$ cat src/sv/cce_pkg.sv
package cce_pkg;

    // Store geometry and degree limit
    localparam int MAX_ORDER   = 7;
    localparam int STORE_DIM   = 8;
    localparam int STORE_DEPTH = 64;
    localparam int DIM_W       = 3;
    localparam int ADDR_W      = 6;
    localparam int DATA_W      = 32;
    localparam int CFG_IDX_W   = 3;
    localparam int ORD_CAP     = (MAX_ORDER < STORE_DIM - 1) ? MAX_ORDER : STORE_DIM - 1;

    // Item opcodes
    localparam logic OP_WRITE = 1'b0;
    localparam logic OP_EVAL  = 1'b1;

    // Configuration register indexes
    localparam logic [CFG_IDX_W-1:0] CFG_POLY_ORDER = 3'd0;
    localparam logic [CFG_IDX_W-1:0] CFG_SCALE_X    = 3'd1;
    localparam logic [CFG_IDX_W-1:0] CFG_OFFSET_X   = 3'd2;
    localparam logic [CFG_IDX_W-1:0] CFG_SCALE_Y    = 3'd3;
    localparam logic [CFG_IDX_W-1:0] CFG_OFFSET_Y   = 3'd4;

    typedef struct packed {
        logic               opcode;
        logic [5:0]         coef_index;
        logic signed [31:0] coef_value;
        logic signed [31:0] x_coord;
        logic signed [31:0] y_coord;
    } t_in_item;

    typedef struct packed {
        logic signed [31:0] poly_value;
        logic               saturated;
    } t_out_item;

    // Combine modes of the shared multiply-add unit
    typedef enum logic [1:0] {
        MAC_MAP,
        MAC_STEP,
        MAC_LAST
    } t_mac_op;

    typedef struct packed {
        logic    mul_en;
        t_mac_op op;
    } t_mac_ctl;

    typedef enum logic [2:0] {
        ST_IDLE,
        ST_MAPX_MUL,
        ST_MAPX_ACC,
        ST_MAPY_MUL,
        ST_MAPY_ACC,
        ST_MUL,
        ST_ACC
    } t_state;

endpackage

$ cat src/sv/cce_mac.sv
module cce_mac (
    input  logic               i_clk,
    input  cce_pkg::t_mac_ctl  i_ctl,
    input  logic signed [31:0] i_mul_a,
    input  logic signed [31:0] i_mul_b,
    input  logic signed [31:0] i_add,
    input  logic signed [31:0] i_sub,
    output logic signed [31:0] o_res,
    output logic               o_sat
);

    localparam logic signed [65:0] RND_MAP  = 66'sh800;
    localparam logic signed [65:0] RND_STEP = 66'sh10000000;
    localparam logic signed [65:0] RND_LAST = 66'sh20000000;
    localparam logic signed [65:0] LIM_HI   = 66'sh7FFFFFFF;
    localparam logic signed [65:0] LIM_LO   = -66'sh80000000;

    logic signed [63:0] r_prod;
    logic signed [65:0] w_prod;
    logic signed [65:0] w_shift;
    logic signed [65:0] w_sum;

    // Register the product of the two operands
    always_ff @(posedge i_clk) begin
        if (i_ctl.mul_en) begin
            r_prod <= i_mul_a * i_mul_b;
        end
    end

    // Round half up, drop fraction bits, add and subtract, clip to 32 bits
    always_comb begin
        w_prod = {{2{r_prod[63]}}, r_prod};
        case (i_ctl.op)
            cce_pkg::MAC_STEP: w_shift = (w_prod + RND_STEP) >>> 29;
            cce_pkg::MAC_LAST: w_shift = (w_prod + RND_LAST) >>> 30;
            default:           w_shift = (w_prod + RND_MAP) >>> 12;
        endcase
        w_sum = w_shift + {{34{i_add[31]}}, i_add} - {{34{i_sub[31]}}, i_sub};
        if (w_sum > LIM_HI) begin
            o_res = 32'sh7FFFFFFF;
            o_sat = 1'b1;
        end else if (w_sum < LIM_LO) begin
            o_res = 32'sh80000000;
            o_sat = 1'b1;
        end else begin
            o_res = w_sum[31:0];
            o_sat = 1'b0;
        end
    end

endmodule

$ cat config.mk
export PLATFORM = sky130hd
export DESIGN_NAME = cce_mac
export DESIGN_NICKNAME = d
export VERILOG_FILES = /design/src/sv/cce_pkg.sv /design/src/sv/cce_mac.sv
export SDC_FILE = /design/constraint.sdc
export NUM_CORES = 2
export LEC_CHECK = 0
export ABC_AREA = 1
export BUFFER_PORTS_ARGS = -buffer_cell sky130_fd_sc_hd__buf_2
export CAP_MARGIN = 20
export CORE_MARGIN = 4
export CORE_UTILIZATION = 55
export CTS_CLUSTER_DIAMETER = 100
export CTS_CLUSTER_SIZE = 14
export DETAILED_ROUTE_END_ITERATION = 6
export PLACE_DENSITY = 0.75
export SYNTH_ARGS = -nofsm -noshare
export SYNTH_HDL_FRONTEND = slang
export SYNTH_SLANG_ARGS = --single-unit
$ cat constraint.sdc
create_clock -name i_clk -period 8.9 [get_ports i_clk]
set_input_delay 2.225 -clock i_clk [delete_from_list [all_inputs] [get_ports i_clk]]
set_output_delay 2.225 -clock i_clk [all_outputs]
set_load 0.1 [all_outputs]
Word level (Yosys, flattened, before mapping)
Index checks and enable logic that the tools add are counted.
- register bits after elaboration: 64
- output and inout bits: 33
- input port bits: 132
- logic and storage cells: 16
- $add $sub $neg: 5
- equality and inequality tests: 2
- order comparisons: 2
- multiply operators: 1
- multiplexer cells: 5
- operator list (kind ; count):
    one-hot mux 66 bit (2 select lines) ; 1
    adder 66 bit ; 1
    > comparator 66 x 32 -> 1 bit (second input constant) ; 1
    less-than comparator 66 x 32 -> 1 bit (second input constant) ; 1
    subtractor 66 bit ; 1
    adder 64 x 13 -> 65 bit (second input constant) ; 1
    adder 64 x 30 -> 65 bit (second input constant) ; 1
    adder 64 x 31 -> 65 bit (second input constant) ; 1
    multiplier 32 x 32 -> 64 bit ; 1
    two-way mux 32 bit ; 2
    == test 2 x 1 -> 1 bit (second input constant) ; 1
    == test 2 bit (second input constant) ; 1
    two-way mux 1 bit ; 2

Longest topological paths before layout
- depth after elaboration: 7
- gate-level depth with buffers: 41
- gate-level depth less buffers: 40

Least setup slack after synthesis
OpenSTA, ideal clock, no wires.
- path type: input -> register
- from: input i_mul_a[31]
- to: register r_prod[63], data pin
- arrival: 9.404 ns
- slack: -0.765 ns
- path buffers: 1
- required time: 8.640 ns
- stages on the path: 26
- library setup time: 0.260 ns
- cell sequence: clkbuf_1 nand2_1 inv_1 fa_1 inv_1 fa_1 inv_1 fa_1 fa_1 inv_1 fa_1 inv_1 fa_1 inv_1 fa_1 inv_1 fa_1 ha_1 a21oi_1 o21a_1 nor2_1 a2111oi_0 o31ai_1 a21oi_1 nand2_1 xor2_1
- word-level cells in the longest chain between the ends: 1
- ends and longest elaborated chain (what ; line ; text):
    start, declared ; cce_mac.sv:4 ; input logic signed [31:0] i_mul_a,
    multiplier 32 x 32 -> 64 bit ; cce_mac.sv:26 ; r_prod <= i_mul_a * i_mul_b;
    end signal, assigned ; cce_mac.sv:26 ;
    end, declared ; cce_mac.sv:18 ; logic signed [63:0] r_prod;
No other way between the ends.
A chain may end at the register's enable or synchronous reset.

Worst setup path in the final report
- from: input i_ctl[1] (netlist bit)
- to: output o_res[10]
- word-level cells in the longest chain between the ends: 7
- elaborated cells on any way between the ends: 9
- those cells by class: add/sub: 2; order compare: 2; eq/ne: 2; mux: 3
- ends and longest elaborated chain (what ; line ; text):
    start, declared ; cce_mac.sv:3 ; input cce_pkg::t_mac_ctl i_ctl,
    == test 2 bit or == test 2 x 1 -> 1 bit (tied branches) ; cce_mac.sv:33 ; case (i_ctl.op)
    one-hot mux 66 bit (2 select lines) (*) ; cce_mac.sv:33 ;
    adder 66 bit (*) ; cce_mac.sv:38 ; w_sum = w_shift + {{34{i_add[31]}}, i_add} - {{34{i_sub[31]}}, i_sub};
    subtractor 66 bit (*) ; cce_mac.sv:38 ;
    less-than comparator 66 x 32 -> 1 bit ; cce_mac.sv:42 ; end else if (w_sum < LIM_LO) begin
    two-way mux 32 bit ; cce_mac.sv:42 ;
    two-way mux 32 bit (*) ; cce_mac.sv:39 ; if (w_sum > LIM_HI) begin
    end, declared ; cce_mac.sv:8 ; output logic signed [31:0] o_res,
Mark *: on every way between the ends. The rest lies on a longest branch, timed or not.

==> run summary <==
Outcome: complete, but fails checks
Violated checks: setup timing
Vias: 46,600
Syn-to-layout area delta: 28.6%
GPL Wtd Cong: 1.01
Clk sinks: 53
CP required: 6680 ps
Proportion of layout cells with a drive suffix above 1: 25.1%
Drt first pass iters: 6
Mapped Area: 49,100 µm²
Maximum Capacitance Violations: 0
Cells after Synth: 6,662
Post-synth EDFFs: 53
Biggest register: r_prod
Hold crit path type: input pin to flip-flop
Crit path top cell by count: nand2_1
Crit path to: o_res[10]
Nets@finish: 9,008
#FFs+latches synth: 53
Synth unique cells: 54
Final Hold Fails: 0
Largest regs: r_prod x53
Full die area: 94,100 µm²
Slowest library cell on the worst path: fa_1
Routed wire per std cell: 19.8 µm
Dominant synthesized flop cell: edfxtp_1
Syn Nets: 8,168
Mean post-synth cell area: 7.37 µm²
Die Width: 307 µm
Final WL: 171,000 µm
Drt drc: 0
DIE HEIGHT: 307 µm
H-tree Lvls: 2
Num CTS Buffers: 5
Largest stage delay on the critical path: 500 ps
CP Launch Point: i_ctl[1]
CP arrival: 6710 ps
CP Launch Type: input pin
CTS max path bufs: 2
Setup Total Neg Slack: -73.1 ps
Final Cycle Share: 100%
Hold Buf Count CTS: 0
Max Slew Vio Count: 0
Worst Setup End Kind: output pin
GRT overflow: 0
Ports: 165
First-pass GRT wire length: 255,000 µm
Largest net degree at the start of global routing: 54
Initial DRC count: 4,276
Count leader, synth: inv_1
Max Clock Freq: 112 MHz
Crit path time final: 8930 ps
Number of global-route vias before repair: 47,900
Core area: 88,500 µm²
Port buffer count: 164
Share of flip-flops with an asynchronous set or reset: 0%
Initial antenna violation count: 4
Synth area leaders: fa_1, inv_1, nand2_1, ha_1, edfxtp_1
Initial Utilization: 55.5%
Hpwl dp: 142,000 µm
Yosys warnings: 0
Share of the synthesized area in the top cell type: 46.2%
# setup viols final: 7
Clock-pin slew on the worst setup and hold paths: 80 ps
RSZ-0062 raised after global routing: yes
Critical Path Fanout Max: 7
Slew HR: 44.1%
CTS tree: built
Tot GR Track Use: 34.7%
Clk root buf: clkbuf_16
Via-to-Cell Ratio: 5.37
Setup CP Type: input pin to output pin
Max FFs per register: 53
Most frequent cells after synthesis: inv_1, nand2_1, fa_1, nor2_1, ha_1
Core Rows: 109
Worst slew pin tran: 831 ps
Worst setup margin: -33.0 ps
Synth area leader: fa_1
Sequential area share after synthesis: 3.24%
Routed Antenna Nets: 0
==> final cells by class <==
| cell class | instances | area (µm²) |
|---|---|---|
| Clock buffer | 5 | 125 |
| Antenna cell | 4 | 10.0 |
| Clock inverter | 3 | 28.8 |
| Tap cell | 1165 | 1460 |
| Multi-Input combinational cell | 4302 | 42600 |
| Sequential cell | 53 | 1590 |
| Inverter | 2089 | 7880 |
| Fill cell | 6624 | 25300 |
| Timing Repair Buffer | 1051 | 9510 |
==> metal layers <==
metal	routed length (µm)	vias to the layer above	part of all wire (%)	GRT usage (%)
li1	-	20600	-	-
met1	65400	22900	38	46.6
met2	79200	2455	46	56.8
met3	17100	604	10	5.90
met4	9560	0	5.6	13.2
met5	0	-	0	0
==> cells by family (layout without fill, tap and decap cells) <==
group,count (synthesis),after routing,share of synthesized area (%)
AOI/OAI and AO/OA,471,471,5.30
xor gates and xnor gates,121,121,2.16
adders and majority gates,1374,1374,52.3
buffers and inverters,2307,3148,17.7
DFF,53,53,3.24
other,0,4,0
and+or+nand+nor,2336,2336,19.2
==> worst min-delay path by stage <==
stage / start / endpoint / slack [ps] / cells after the start
2_1_floorplan: i_ctl[2] / r_prod[11] / 2340 / 0
3_3_place_gp: i_ctl[2] / r_prod[14] / 2910 / 2
3_5_place_dp: i_ctl[2] / r_prod[12] / 2930 / 2
4_1_cts: i_ctl[2] / r_prod[12] / 2610 / 2
5_1_grt: i_ctl[2] / r_prod[14] / 2630 / 2
6_report: i_ctl[2] / r_prod[13] / 2600 / 2
==> worst max-delay path: cells and delay by family <==
family	cells	cell delay [ps]
simple gates	18	1650
fa+ha+maj	3	950
buf+inv	11	1290
compound gates	4	560
==> layout by cell type (no fill, tap or decap), types with 44 or more instances in the layout <==
cell / netlist / routed
nand2_1: 1759 / 1495
a21oi_2: 0 / 73
nor2_2: 30 / 78
nor3_1: 59 / 44
nand2_4: 1 / 110
nand2_2: 24 / 177
nor2_1: 281 / 191
buf_4: 1 / 754
edfxtp_1: 53 / 53
nand3_1: 84 / 69
fa_1: 1134 / 1102
a21oi_1: 211 / 135
xor2_1: 89 / 88
inv_1: 2055 / 1991
ha_4: 0 / 75
ha_1: 240 / 162
buf_2: 5 / 88
o21ai_0: 154 / 77
nor2_4: 5 / 47
inv_2: 33 / 85
buf_12: 0 / 91
o21ai_1: 9 / 58
buf_6: 1 / 69
==> timing repair <==
item                                    CTS  global route
endpoints found under the setup margin   60            70
gates cloned                              2            13
setup buffers                            11            71
resized for setup                       217           954
pin swaps                                20           341
==> per-stage QoR <==
stage	util, %	cells	setup WS (ps)	cell area (µm²)	hold slack (ps)
after floorplan	-	6662	-185	49400	2340
after global placement	65.2	8571	-796	57800	2910
after detailed placement	65.2	8571	-821	57800	2930
after CTS	66.5	8592	0.346	58900	2610
after global routing	71.4	8669	-181	63200	2630
final	71.4	8672	-33.0	63200	2600
Power is left out: the tool's default activity adds up to more than one toggle a clock period on the data nets, which glitch-free logic cannot reach.
